<file path="src/rtl/fnu_pkg.sv">
// ----------------------------------------------------------------------------
// fnu_pkg
// Shared types and constants of the farthest-next-use cache policy block.
// ----------------------------------------------------------------------------
`default_nettype none

package fnu_pkg;

   // Field widths fixed by the interface
   localparam int KEY_W  = 32;
   localparam int NU_W   = 32;
   localparam int CAP_W  = 7;
   localparam int MISS_W = 32;

   // Capacity register value after reset
   localparam logic [CAP_W-1:0] CAP_RESET = 7'd64;

   // Miss counter saturation value
   localparam logic [MISS_W-1:0] MISS_MAX = '1;

   // Sequencer states
   typedef enum logic [2:0] {
      ST_CLEAR,
      ST_IDLE,
      ST_SCAN,
      ST_FINISH,
      ST_DECIDE,
      ST_WRITE2,
      ST_RESULT
   } state_type;

   // One cache entry as held in the entry store
   typedef struct packed {
      logic             valid;
      logic [KEY_W-1:0] key;
      logic [NU_W-1:0]  next_use;
   } entry_type;

   // Scan outcome flags
   typedef struct packed {
      logic hit_found;
      logic vic_found;
      logic free_found;
   } scan_flags_type;

endpackage

`default_nettype wire

</file>
<file path="src/rtl/fnu_scan.sv">
// ----------------------------------------------------------------------------
// fnu_scan
// Entry store with a registered read port and the shared compare unit. Each
// entry read is checked for a key match, for the farthest next use among
// valid entries and for the first free slot, one entry per cycle.
// ----------------------------------------------------------------------------
`default_nettype none

module fnu_scan
   import fnu_pkg::*;
#(
   parameter int ENTRIES = 64,
   localparam int IDX_W  = (ENTRIES > 1) ? $clog2(ENTRIES) : 1
) (
   input  logic                 clock,
   input  logic                 reset,
   input  logic                 scan_start,
   input  logic                 rd_en,
   input  logic [IDX_W-1:0]     rd_addr,
   input  logic                 wr_en,
   input  logic [IDX_W-1:0]     wr_addr,
   input  entry_type            wr_data,
   input  logic [KEY_W-1:0]     key,
   output scan_flags_type       flags,
   output logic [IDX_W-1:0]     hit_idx,
   output logic [IDX_W-1:0]     vic_idx,
   output logic [KEY_W-1:0]     vic_key,
   output logic [IDX_W-1:0]     free_idx
);

   entry_type        mem [ENTRIES];
   entry_type        rd_data_ff;
   logic             cmp_vld_ff;
   logic [IDX_W-1:0] cmp_idx_ff;

   scan_flags_type   flags_ff,    flags_in;
   logic [IDX_W-1:0] hit_idx_ff,  hit_idx_in;
   logic [IDX_W-1:0] vic_idx_ff,  vic_idx_in;
   logic [KEY_W-1:0] vic_key_ff,  vic_key_in;
   logic [NU_W-1:0]  vic_nu_ff,   vic_nu_in;
   logic [IDX_W-1:0] free_idx_ff, free_idx_in;

   logic key_eq;
   logic nu_gt;

   // Entry store: one write and one registered read per cycle
   always_ff @(posedge clock) begin
      if (wr_en) begin
         mem[wr_addr] <= wr_data;
      end
      if (rd_en) begin
         rd_data_ff <= mem[rd_addr];
      end
   end

   // Tag for the entry now in the read register
   always_ff @(posedge clock) begin
      if (reset) begin
         cmp_vld_ff <= 1'b0;
      end else begin
         cmp_vld_ff <= rd_en;
      end
      cmp_idx_ff <= rd_addr;
   end

   // Shared compare unit
   assign key_eq = (rd_data_ff.key == key);
   assign nu_gt  = (rd_data_ff.next_use > vic_nu_ff);

   // Trackers: first match, farthest next use (lowest index on ties), first free
   always_comb begin
      flags_in    = flags_ff;
      hit_idx_in  = hit_idx_ff;
      vic_idx_in  = vic_idx_ff;
      vic_key_in  = vic_key_ff;
      vic_nu_in   = vic_nu_ff;
      free_idx_in = free_idx_ff;
      if (scan_start) begin
         flags_in = '0;
      end else if (cmp_vld_ff) begin
         if (rd_data_ff.valid) begin
            if (!flags_ff.hit_found && key_eq) begin
               flags_in.hit_found = 1'b1;
               hit_idx_in         = cmp_idx_ff;
            end
            if (!flags_ff.vic_found || nu_gt) begin
               flags_in.vic_found = 1'b1;
               vic_idx_in         = cmp_idx_ff;
               vic_key_in         = rd_data_ff.key;
               vic_nu_in          = rd_data_ff.next_use;
            end
         end else if (!flags_ff.free_found) begin
            flags_in.free_found = 1'b1;
            free_idx_in         = cmp_idx_ff;
         end
      end
   end

   always_ff @(posedge clock) begin
      if (reset) begin
         flags_ff <= '0;
      end else begin
         flags_ff <= flags_in;
      end
      hit_idx_ff  <= hit_idx_in;
      vic_idx_ff  <= vic_idx_in;
      vic_key_ff  <= vic_key_in;
      vic_nu_ff   <= vic_nu_in;
      free_idx_ff <= free_idx_in;
   end

   assign flags    = flags_ff;
   assign hit_idx  = hit_idx_ff;
   assign vic_idx  = vic_idx_ff;
   assign vic_key  = vic_key_ff;
   assign free_idx = free_idx_ff;

   // The victim is always taken from a valid entry
   a_vic_from_valid: assert property (@(posedge clock) disable iff (reset)
      (cmp_vld_ff && !rd_data_ff.valid) |=> (vic_idx_ff == $past(vic_idx_ff)))
      else $error("victim index moved on a free entry");

   // A free slot is never recorded at a valid entry
   a_free_stable: assert property (@(posedge clock) disable iff (reset)
      (cmp_vld_ff && rd_data_ff.valid && !scan_start) |=> (flags_ff.free_found ==
      $past(flags_ff.free_found)))
      else $error("free slot flag changed on a valid entry");

   // Hit index only set once per scan
   a_hit_once: assert property (@(posedge clock) disable iff (reset)
      (flags_ff.hit_found && !scan_start) |=> (flags_ff.hit_found &&
      hit_idx_ff == $past(hit_idx_ff)))
      else $error("hit index changed after first match");

endmodule

`default_nettype wire

</file>
<file path="src/rtl/farthest_next_use_cache_policy.sv">
// ----------------------------------------------------------------------------
// farthest_next_use_cache_policy
// Per item: accept in IDLE, SCAN of every entry, FINISH, DECIDE, RESULT, with a
// WRITE2 state after DECIDE when an eviction and an insert land in different slots
// (two store writes). RESULT waits while the response register is stalled. A new
// item is taken only in IDLE; the entry store scan runs one entry per cycle
// through a single compare unit. Reset: a clearing pass sweeps the entry store;
// req_stall stays high until it ends. Capacity writes are taken at any time.
// ----------------------------------------------------------------------------
`default_nettype none

module farthest_next_use_cache_policy
   import fnu_pkg::*;
#(
   parameter int ENTRIES = 64
) (
   input  logic              clock,
   input  logic              reset,
   // request channel
   input  logic              req_valid,
   output logic              req_stall,
   input  logic [KEY_W-1:0]  req_key,
   input  logic              req_has_next_use,
   input  logic [NU_W-1:0]   req_next_use,
   // response channel
   output logic              rsp_valid,
   input  logic              rsp_stall,
   output logic              rsp_hit,
   output logic              rsp_evicted_valid,
   output logic [KEY_W-1:0]  rsp_evicted_key,
   output logic [MISS_W-1:0] rsp_miss_total,
   // capacity register write
   input  logic              csr_valid,
   output logic              csr_ready,
   input  logic [CAP_W-1:0]  csr_data
);

   localparam int IDX_W = (ENTRIES > 1) ? $clog2(ENTRIES) : 1;
   localparam int OCC_W = $clog2(ENTRIES + 1);
   localparam int CMP_W = (OCC_W > CAP_W) ? OCC_W : CAP_W;
   localparam logic [IDX_W-1:0] LAST_IDX = IDX_W'(ENTRIES - 1);
   localparam logic [CMP_W-1:0] ENT_CMP  = CMP_W'(ENTRIES);
   localparam logic [OCC_W-1:0] OCC_MAX  = OCC_W'(ENTRIES);

   state_type         state_ff, state_in;
   logic [IDX_W-1:0]  addr_ff,  addr_in;
   logic [OCC_W-1:0]  occ_ff,   occ_in;
   logic [MISS_W-1:0] miss_ff,  miss_in;
   logic              ev_ff,    ev_in;
   logic [CAP_W-1:0]  cap_ff;
   logic [KEY_W-1:0]  key_ff;
   logic              future_ff;
   logic [NU_W-1:0]   nu_ff;

   logic              rsp_valid_ff;
   logic              rsp_hit_ff;
   logic              rsp_ev_ff;
   logic [KEY_W-1:0]  rsp_ev_key_ff;
   logic [MISS_W-1:0] rsp_miss_ff;

   logic              scan_start;
   logic              rd_en;
   logic              wr_en;
   logic [IDX_W-1:0]  wr_addr;
   entry_type         wr_data;
   entry_type         new_entry;
   logic              rsp_load;
   logic              accept;

   scan_flags_type    flags;
   logic [IDX_W-1:0]  hit_idx;
   logic [IDX_W-1:0]  vic_idx;
   logic [KEY_W-1:0]  vic_key;
   logic [IDX_W-1:0]  free_idx;

   logic [CMP_W-1:0]  cap_ext;
   logic [CMP_W-1:0]  eff_cap;
   logic              occ_full;

   // Entry store and scan unit
   fnu_scan #(.ENTRIES(ENTRIES)) u_scan (
      .clock      (clock),
      .reset      (reset),
      .scan_start (scan_start),
      .rd_en      (rd_en),
      .rd_addr    (addr_ff),
      .wr_en      (wr_en),
      .wr_addr    (wr_addr),
      .wr_data    (wr_data),
      .key        (key_ff),
      .flags      (flags),
      .hit_idx    (hit_idx),
      .vic_idx    (vic_idx),
      .vic_key    (vic_key),
      .free_idx   (free_idx)
   );

   // Capacity register, always writable
   assign csr_ready = 1'b1;

   always_ff @(posedge clock) begin
      if (reset) begin
         cap_ff <= CAP_RESET;
      end else if (csr_valid) begin
         cap_ff <= csr_data;
      end
   end

   // Effective capacity: zero means one, clamp to store depth
   assign cap_ext  = CMP_W'(cap_ff);
   assign eff_cap  = (cap_ff == '0) ? CMP_W'(1) : ((cap_ext > ENT_CMP) ? ENT_CMP : cap_ext);
   assign occ_full = (CMP_W'(occ_ff) >= eff_cap);

   assign new_entry = '{valid: 1'b1, key: key_ff, next_use: nu_ff};
   assign accept    = req_valid && !req_stall;

   // Sequencer: next state and store control
   always_comb begin
      state_in   = state_ff;
      addr_in    = addr_ff;
      occ_in     = occ_ff;
      miss_in    = miss_ff;
      ev_in      = ev_ff;
      scan_start = 1'b0;
      rd_en      = 1'b0;
      wr_en      = 1'b0;
      wr_addr    = addr_ff;
      wr_data    = '0;
      rsp_load   = 1'b0;
      req_stall  = 1'b1;
      unique case (state_ff)
         ST_CLEAR: begin
            wr_en = 1'b1;
            if (addr_ff == LAST_IDX) begin
               addr_in  = '0;
               state_in = ST_IDLE;
            end else begin
               addr_in = addr_ff + IDX_W'(1);
            end
         end
         ST_IDLE: begin
            req_stall = 1'b0;
            if (req_valid) begin
               scan_start = 1'b1;
               addr_in    = '0;
               state_in   = ST_SCAN;
            end
         end
         ST_SCAN: begin
            rd_en = 1'b1;
            if (addr_ff == LAST_IDX) begin
               addr_in  = '0;
               state_in = ST_FINISH;
            end else begin
               addr_in = addr_ff + IDX_W'(1);
            end
         end
         ST_FINISH: begin
            // last entry is checked at this edge
            state_in = ST_DECIDE;
         end
         ST_DECIDE: begin
            state_in = ST_RESULT;
            ev_in    = 1'b0;
            if (flags.hit_found) begin
               // refresh next use, or drop the entry
               wr_en   = 1'b1;
               wr_addr = hit_idx;
               wr_data = '{valid: future_ff, key: key_ff, next_use: nu_ff};
               if (!future_ff && occ_ff != '0) begin
                  occ_in = occ_ff - OCC_W'(1);
               end
            end else begin
               if (miss_ff != MISS_MAX) begin
                  miss_in = miss_ff + MISS_W'(1);
               end
               if (occ_full && flags.vic_found) begin
                  ev_in   = 1'b1;
                  wr_en   = 1'b1;
                  wr_addr = vic_idx;
                  if (future_ff && flags.free_found && (free_idx < vic_idx)) begin
                     // clear victim now, insert at the lower free slot next
                     state_in = ST_WRITE2;
                  end else if (future_ff) begin
                     wr_data = new_entry;
                  end else if (occ_ff != '0) begin
                     occ_in = occ_ff - OCC_W'(1);
                  end
               end else if (future_ff && flags.free_found) begin
                  wr_en   = 1'b1;
                  wr_addr = free_idx;
                  wr_data = new_entry;
                  occ_in  = occ_ff + OCC_W'(1);
               end
            end
         end
         ST_WRITE2: begin
            wr_en    = 1'b1;
            wr_addr  = free_idx;
            wr_data  = new_entry;
            state_in = ST_RESULT;
         end
         ST_RESULT: begin
            if (!rsp_valid_ff || !rsp_stall) begin
               rsp_load = 1'b1;
               state_in = ST_IDLE;
            end
         end
         default: begin
            state_in = ST_IDLE;
         end
      endcase
   end

   // Control registers
   always_ff @(posedge clock) begin
      if (reset) begin
         state_ff <= ST_CLEAR;
         addr_ff  <= '0;
         occ_ff   <= '0;
         miss_ff  <= '0;
         ev_ff    <= 1'b0;
      end else begin
         state_ff <= state_in;
         addr_ff  <= addr_in;
         occ_ff   <= occ_in;
         miss_ff  <= miss_in;
         ev_ff    <= ev_in;
      end
   end

   // Captured item
   always_ff @(posedge clock) begin
      if (accept) begin
         key_ff    <= req_key;
         future_ff <= req_has_next_use;
         nu_ff     <= req_next_use;
      end
   end

   // Response output register
   always_ff @(posedge clock) begin
      if (reset) begin
         rsp_valid_ff <= 1'b0;
      end else if (rsp_load) begin
         rsp_valid_ff <= 1'b1;
      end else if (!rsp_stall) begin
         rsp_valid_ff <= 1'b0;
      end
   end

   always_ff @(posedge clock) begin
      if (rsp_load) begin
         rsp_hit_ff    <= flags.hit_found;
         rsp_ev_ff     <= ev_ff;
         rsp_ev_key_ff <= ev_ff ? vic_key : '0;
         rsp_miss_ff   <= miss_ff;
      end
   end

   assign rsp_valid         = rsp_valid_ff;
   assign rsp_hit           = rsp_hit_ff;
   assign rsp_evicted_valid = rsp_ev_ff;
   assign rsp_evicted_key   = rsp_ev_key_ff;
   assign rsp_miss_total    = rsp_miss_ff;

   // An accepted item always starts a scan
   a_accept_scan: assert property (@(posedge clock) disable iff (reset)
      accept |=> (state_ff == ST_SCAN))
      else $error("accepted item did not start a scan");

   // A new response only comes out of the result state
   a_rsp_source: assert property (@(posedge clock) disable iff (reset)
      $rose(rsp_valid_ff) |-> ($past(state_ff) == ST_RESULT))
      else $error("response raised outside the result state");

   // Occupancy never exceeds the store depth
   a_occ_bound: assert property (@(posedge clock) disable iff (reset)
      (occ_ff <= OCC_MAX))
      else $error("occupancy above store depth");

   // The second write is only used after an eviction
   a_write2_ev: assert property (@(posedge clock) disable iff (reset)
      (state_ff == ST_WRITE2) |-> (ev_ff && !flags.hit_found))
      else $error("second write without an eviction");

endmodule

`default_nettype wire
</file>
<file path="config.mk">
export PLATFORM = sky130hd
export DESIGN_NAME = farthest_next_use_cache_policy
export DESIGN_NICKNAME = d
export VERILOG_FILES = /design/src/rtl/fnu_pkg.sv /design/src/rtl/fnu_scan.sv /design/src/rtl/farthest_next_use_cache_policy.sv
export SDC_FILE = /design/constraint.sdc
export NUM_CORES = 2
export LEC_CHECK = 0
export BUFFER_PORTS_ARGS = -buffer_cell sky130_fd_sc_hd__buf_2
export CAP_MARGIN = 25
export CORE_MARGIN = 2
export CORE_UTILIZATION = 42
export DETAILED_ROUTE_END_ITERATION = 6
export GPL_TIMING_DRIVEN = 0
export SLEW_MARGIN = 40
export SYNTH_ARGS = -nofsm -noshare
export SYNTH_HDL_FRONTEND = slang
export SYNTH_MEMORY_MAX_BITS = 65536
export SYNTH_SLANG_ARGS = --single-unit
export TNS_END_PERCENT = 50
</file>
<file path="constraint.sdc">
create_clock -name clock -period 11.8 [get_ports clock]
set_clock_uncertainty 0.15 [all_clocks]
set_input_delay 0.59 -clock clock [delete_from_list [all_inputs] [get_ports clock]]
set_output_delay 0.59 -clock clock [all_outputs]
set_load 0.1 [all_outputs]
</file>
=== Word-level counts from Yosys, hierarchy flattened ===
Memory sizes are Yosys's and may differ from the RTL's. A register that Yosys moved wholly into a read port is not among the register bits.
Index checks and enable logic that the tools add are counted.

* Memories: 1
* Word-level logic and storage cells: 132
* Register bits after elaboration: 280
* Bits in writable memories: 4,160

* Bitwise gates (word level): 4
* Muxes and demuxes: 46
* $add $sub $neg: 4
* Order comparisons: 4
* Eq/ne operators: 18
* Reductions and logical operators: 31

{| class="wikitable"
|+ Memory list
! name !! depth !! bits a word !! rd ports !! clocked after Yosys merged registers in !! write ports !! line !! text
|-
| u_scan.mem || 64 || 65 || 1 || 1 || 1 || fnu_scan.sv:31 || <nowiki>entry_type mem [ENTRIES];</nowiki>
|}

{| class="wikitable"
|+ Operators by type and width
! kind !! number
|-
| two-way mux 65 bit || 5
|-
| case mux 65 bit (2 select lines) || 1
|-
| two-way mux 7 bit || 9
|-
| adder 32 x 1 -> 32 bit (second input constant) || 1
|-
| equality test 32 bit || 1
|-
| > comparator 32 bit || 1
|-
| inequality test 32 bit (second input constant) || 1
|-
| two-way mux 6 bit || 5
|-
| case mux 6 bit (2 select lines) || 2
|-
| case mux 3 bit (7 select lines) || 1
|-
| AND reduction 4 bit || 4
|-
| two-way mux 1 bit || 15
|-
| two-way mux 3 bit || 4
|-
| inequality test 2 bit (second input constant) || 5
|-
| equality test 3 bit (second input constant) || 3
|-
| inequality test 3 x 2 -> 1 bit (second input constant) || 3
|-
| AND reduction 3 bit || 3
|-
| adder 7 x 1 -> 7 bit (second input constant) || 1
|-
| >= comparator 7 bit || 1
|-
| > comparator 7 bit (second input constant) || 1
|-
| zero test 7 bit || 1
|-
| nonzero test 7 bit || 1
|-
| subtractor 7 x 1 -> 7 bit (second input constant) || 1
|-
| adder 6 x 1 -> 6 bit (second input constant) || 1
|-
| 17 further kinds || 36
|}

=== Depth between registers and ports, before layout ===
* Word-level depth: 10
* Depth in mapped cells: 14
* Mapped depth without buffers: 11

=== Cells and area by module ===
A second synthesis with hierarchy kept.

* Cells, all modules: 7,617
* Area, all modules: 171,354.3 µm²

{| class="wikitable"
|+ Modules (own cells, without submodules)
! module !! area an instance (µm²) !! times used !! sequential area each (µm²) !! cells each
|-
| fnu_scan || 163,186.5 || 1 || 129,534.2 || 6,919
|-
| farthest_next_use_cache_policy || 8,167.8 || 1 || 5,074.9 || 698
|}

=== Worst setup path before layout ===
OpenSTA, ideal clock, no wires.

* Kind: reg2reg
* Start: register state_ff[1]
* End: register u_scan.vic_idx_ff[0], in the netlist u_scan.vic_idx[0], enable pin
* Arrival: 5.944 ns
* Required time: 11.129 ns
* Library setup time: 0.521 ns
* Clock period less this slack: 6.615 ns
* Path slack: 5.185 ns
* Buffers on the path: 2
* Stages on the path, launching flop included: 7
* Cell sequence: dfxtp_1 clkbuf_1 inv_1 and3_1 clkbuf_1 or3_1 a21oi_1

* Longest elaborated chain between the ends: 4

{| class="wikitable"
|+ RTL lines
! what !! line !! text
|-
| start: declaration || farthest_next_use_cache_policy.sv:45 || <nowiki>state_type state_ff, state_in;</nowiki>
|-
| start signal: assignment || farthest_next_use_cache_policy.sv:224 || <nowiki>state_ff <= state_in;</nowiki>
|-
| equality test 3 x 1 -> 1 bit || farthest_next_use_cache_policy.sv:131 || <nowiki>unique case (state_ff)</nowiki>
|-
| two-way mux 1 bit || farthest_next_use_cache_policy.sv:131 ||
|-
| inverter 1 bit (no line) || - ||
|-
| AND reduction 4 bit (no line) || - ||
|-
| end signal: assignment || fnu_scan.sv:106 || <nowiki>vic_idx_ff <= vic_idx_in;</nowiki>
|-
| end: declaration || fnu_scan.sv:38 || <nowiki>logic [IDX_W-1:0] vic_idx_ff, vic_idx_in;</nowiki>
|}

Every way passes these cells.
A chain may end at the register's enable or synchronous reset.

=== Worst setup path after layout ===
* Start: register addr_ff[0]
* End: memory u_scan.mem[37][28] in the netlist's numbering, enable pin

* Longest elaborated chain between the ends: 4

{| class="wikitable"
|+ RTL lines
! what !! line !! text
|-
| start: declaration || farthest_next_use_cache_policy.sv:46 || <nowiki>logic [IDX_W-1:0] addr_ff, addr_in;</nowiki>
|-
| start signal: assignment || farthest_next_use_cache_policy.sv:225 || <nowiki>addr_ff <= addr_in;</nowiki>
|-
| two-way mux 6 bit || farthest_next_use_cache_policy.sv:189 || <nowiki>end else if (future_ff && flags.free_found) begin</nowiki>
|-
| two-way mux 6 bit || farthest_next_use_cache_policy.sv:177 || <nowiki>if (occ_full && flags.vic_found) begin</nowiki>
|-
| two-way mux 6 bit || farthest_next_use_cache_policy.sv:165 || <nowiki>if (flags.hit_found) begin</nowiki>
|-
| case mux 6 bit (2 select lines) * || farthest_next_use_cache_policy.sv:131 ||
|-
| end: declaration || fnu_scan.sv:31 ||
|}

Mark *: on every way between the ends. The rest lies on a longest branch, timed or not.

==> run summary <==
The final count of pins violating max slew came out at 0. The run finished with clean final reports. The iteration count of the initial detailed-routing pass came out at 7.

The CTS buffer count is 445. The total of warnings raised by yosys came out at 0. Sequential cells were found to cover 78.6% of the synthesized design area. The netlist area before placement is 171,000 sq um.

The maximum vdd drop is 0.138 mV. In this run the critical register-to-register path is captured at u_scan.mem[37][28]. The deepest level of the CTS H-tree is 5.

For hold timing, the worst endpoint is nu_ff[0]. For this run, the slowest stage of the critical path takes 780 ps. The setup slack at placement is 6180 ps. The final period utilization is between 40% and 50%.

At the pin with the least slew margin, the transition time is 944 ps. The number of register bits inferred by synthesis came out at between 4,000 and 5,000. In the final design database the tool counted 8,172 nets. After clock tree synthesis, the setup repair step added 0 buffers.

The placement row count came out at between 200 and 250. The share of total power in sequential cells is 53.1%. The final weighted congestion in routability-driven placement is between 0.8 and 0.9. The internal cell power came out at about 26 mW. The number of placed I/O pins came out at 146. The synthesized design spends more area on one cell type than any other, namely edfxtp_1. The number of instances on the worst hold path is 2.

The smallest hold slack is 135 ps. The number of nets still failing antenna checks after routing came out at 0. The post-layout minimum cycle time is 5880 ps. The die width came out at 643 um.

The synthesis-to-layout area growth came out at 18.8%. The setup path with the least slack is of type flip-flop to flip-flop. The total number of vias came out at around 82,000.

The maximum clock rate is 170 MHz. During placement, the flow inserted port buffers numbering around 140. In this run the worst path has a maximum fanout of 14.

The leakage power total is roughly 69 nW. In the synthesized netlist the dominant register cell turns out to be edfxtp_1. The count of mapped cells out of synthesis is about 6,900.

The vias per cell came out at 5.89. After detailed routing, the total wire length is ~470 mm. The path class of the tightest hold or removal check is primary input to flip-flop. The most common library cell in the layout ignoring fill and taps is edfxtp_1. The average detailed-routed wire length per instance came out at 34.2 um. The signal on the critical path passes through buf_2 -> buf_4 -> buf_2 -> nor2_1 -> a2111oi_0 -> nand3b_1 -> clkbuf_2 -> nor2_4 -> buf_16 -> buf_8 -> buf_8. In this run the critical register-to-register path is launched from addr_ff[0].

The total clock sinks came out at 4,505. Once the floorplan was initialized, standard cells occupied 42.2% of the core. Sorting the synthesized cells by area gives the leading types as edfxtp_1 (78%), mux4_2 (18%), dfxtp_1 (0.78%). The fraction of post-synthesis cell area in the top cell type by area came out at between 70% and 80%. Setup repair after global routing left no endpoint under its margin. The critical hold path startpoint is req_next_use[0]. The global-route wire length before repair is around 660 mm. Leaving out fill and tap cells, the most frequent cells in the layout are edfxtp_1 (4,438), mux4_2 (1,365), clkbuf_16 (452). The total area inside the core boundary comes to 406,000 sq um. The worst-case headroom to the max-slew limit came out at 37.1%. The total power per unit cell area came out at 161 nW/um^2.

The buffer levels on the longest clock path came out at 4. The largest individual stage delay along the critical path comes from the cell nand3b_1. The clock slew at the register clock pins of the worst setup and hold paths came out at 70 ps. After detailed routing, the number of remaining DRC violations is 0.

The pin count of the biggest net entering global routing is 65. The combinational share of power is 4.4%. The worst setup path is captured at a flip-flop.

The number of nets handed over by synthesis was 7,067. The floorplan die height came out at 643 um. The initial antenna violation count is 44. The count of final hold-check violations came out at 0. The required time of the worst setup path came out at 12,300 ps. The post-cts hold buffer count is between 80 and 90. The number of enable flip-flop cells after synthesis came out at 4,438. The detailed-placement wirelength estimate came out at roughly 340 mm. In this run, the number of DRC markers left after iteration 0 of detailed routing was 11,000. The die covers between 400,000 and 500,000 sq um. The count of buffer and inverter cells on the critical path is 7. After synthesis, the netlist uses 64 different library cells. The root buffer cell chosen for the clock tree is clkbuf_16. The final number of setup-violating endpoints is 0.

The worst setup path is launched from a flip-flop. The clock insertion delay at the later pin of the skew report came out at 1000 ps. The tool flagged a number of max-cap violations equal to 0. The final setup slack of the worst path came out at 5920 ps. Post-CTS repair changed the size of 0 cells. The layout has 31,400 filler cells. The share of post-route cells with drive strength above 1 is a little over a third. Of the total power, the clock network draws a little over two fifths. The CTS tree is built. Data on the critical path arrives at its endpoint at 6380 ps. The share of flip-flops with an asynchronous set or reset came out at 0%. The synthesized area per cell is around 25 sq um. The worst register-to-register path has a depth of 11. Grouping stages by cell kind, the critical path spends the most delay in buffers and inverters. The switching power total came out at approximately 7 mW. The net switching fraction of the power came out at 21.1%. The total routing usage reported by global routing came out at 22.7%.

The global-route congestion overflow total came out at 0. The slack of the worst reg-to-reg path is 5920 ps. The number of global-route vias before repair came out at 83,000.
==> worst max path at each step <==
stage | startpoint | end | cells past startpoint
global placement | state_ff[1] | u_scan.vic_key[19] | 6
finish | addr_ff[0] | u_scan.mem[37][28] | 11
global route | cap_ext[2] | u_scan.mem[37][29] | 16
detailed placement | addr_ff[0] | u_scan.mem[53][33] | 12
CTS | addr_ff[0] | u_scan.mem[49][25] | 12
floorplan | state_ff[1] | u_scan.vic_idx[0] | 6
==> cells by family after synthesis <==
family / after synthesis / share of synthesized area, %
DFF: 4505 / 78.6
muxes: 1375 / 18.0
and+or+nand+nor: 427 / 1.29
buffers and inverters: 393 / 0.945
AOI/OAI and AO/OA: 128 / 0.520
xor gates and xnor gates: 61 / 0.312
adders and majority gates: 50 / 0.365
other: 1 / 0.00219
==> cells in the mapped netlist, types with 4 or more instances <==
| master | number |
|---|---|
| edfxtp_1 | 4438 |
| mux4_2 | 1365 |
| clkbuf_1 | 196 |
| nor2_1 | 127 |
| buf_2 | 106 |
| and2_1 | 102 |
| dfxtp_1 | 67 |
| ha_1 | 50 |
| inv_1 | 49 |
| nand2_1 | 48 |
| nand4_1 | 40 |
| xor2_1 | 40 |
| buf_1 | 38 |
| a21oi_1 | 34 |
| nand3_1 | 29 |
| o21ai_0 | 23 |
| xnor2_1 | 21 |
| nor3_1 | 15 |
| and3_1 | 12 |
| or3_1 | 11 |
| nor4_1 | 10 |
| mux2i_1 | 7 |
| a211oi_1 | 6 |
| a21o_1 | 6 |
| nor2b_1 | 6 |
| a31oi_1 | 5 |
| and4_1 | 5 |
| nand2b_1 | 5 |
| o21a_1 | 5 |
| a311o_1 | 4 |
| a311oi_2 | 4 |
| a31o_2 | 4 |
| nor3b_1 | 4 |
| o22ai_1 | 4 |
| or2_2 | 4 |
==> worst register-to-register path, stage by stage (launching register included) <==
cell and delay (ps):
dfxtp_1 470, buf_2 270, buf_4 520, buf_2 490, nor2_1 140, a2111oi_0 710
nand3b_1 780, clkbuf_2 590, nor2_4 680, buf_16 230, buf_8 220, buf_8 240
==> flip-flops by register name, summed over array words and instances, names as in the netlist, 6 cells and up <==
signal,flops
u_scan.mem,4160
addr_ff,6
miss_ff,32
cap_ext,7
rsp_miss_total,32
u_scan.cmp_idx_ff,6
u_scan.rd_data_ff,65
u_scan.free_idx,6
key_ff,32
occ_ff,7
rsp_evicted_key,32
nu_ff,32
u_scan.vic_idx,6
u_scan.vic_nu_ff,32
u_scan.vic_key,32
u_scan.hit_idx,6
==> per-layer routing <==
layer,up-vias,wire length [um],track usage (%)
li1,32400,-,-
met1,44500,182000,30.2
met2,4146,230000,36.8
met3,822,41800,4.92
met4,12,20400,9.17
met5,-,84,0
==> per-stage QoR <==
step                      setup TNS [ps]  utilization, %  power, mW  instance area [sq um]  cells
after global placement            -63220            44.0       19.2                 179000  12500
after detailed placement               0            46.4       19.2                 188000  12900
after floorplan                        0               -       18.6                 171000   6940
after CTS                              0            50.1       33.1                 203000  13800
final                                  0            50.1       32.9                 204000  13900
after global routing                   0            50.1       33.7                 204000  13800
==> final cells by class <==
class / count / area [sq um] / area share (%)
well taps: 5428 / 6790 / 3.34
clock buffers: 553 / 11700 / 5.75
diodes: 44 / 110 / 0.0541
multi-input cells: 2042 / 35800 / 17.6
plain buffers: 342 / 1690 / 0.829
repair buffers: 658 / 10200 / 5.00
inverters: 51 / 194 / 0.0952
flip-flops and latches: 4505 / 135000 / 66.1
clock inverters: 265 / 2530 / 1.24
==> power by group through the flow <==
stage                     logic (mW)  clock network (mW)  registers, mW
after floorplan                0.792                   0           17.8
after global placement          1.35                   0           17.8
after detailed placement        1.45                   0           17.8
after CTS                       1.48                14.1           17.4
after global routing            1.51                14.8           17.4
final                           1.46                14.0           17.4
Power figures use the tool's default switching activity.
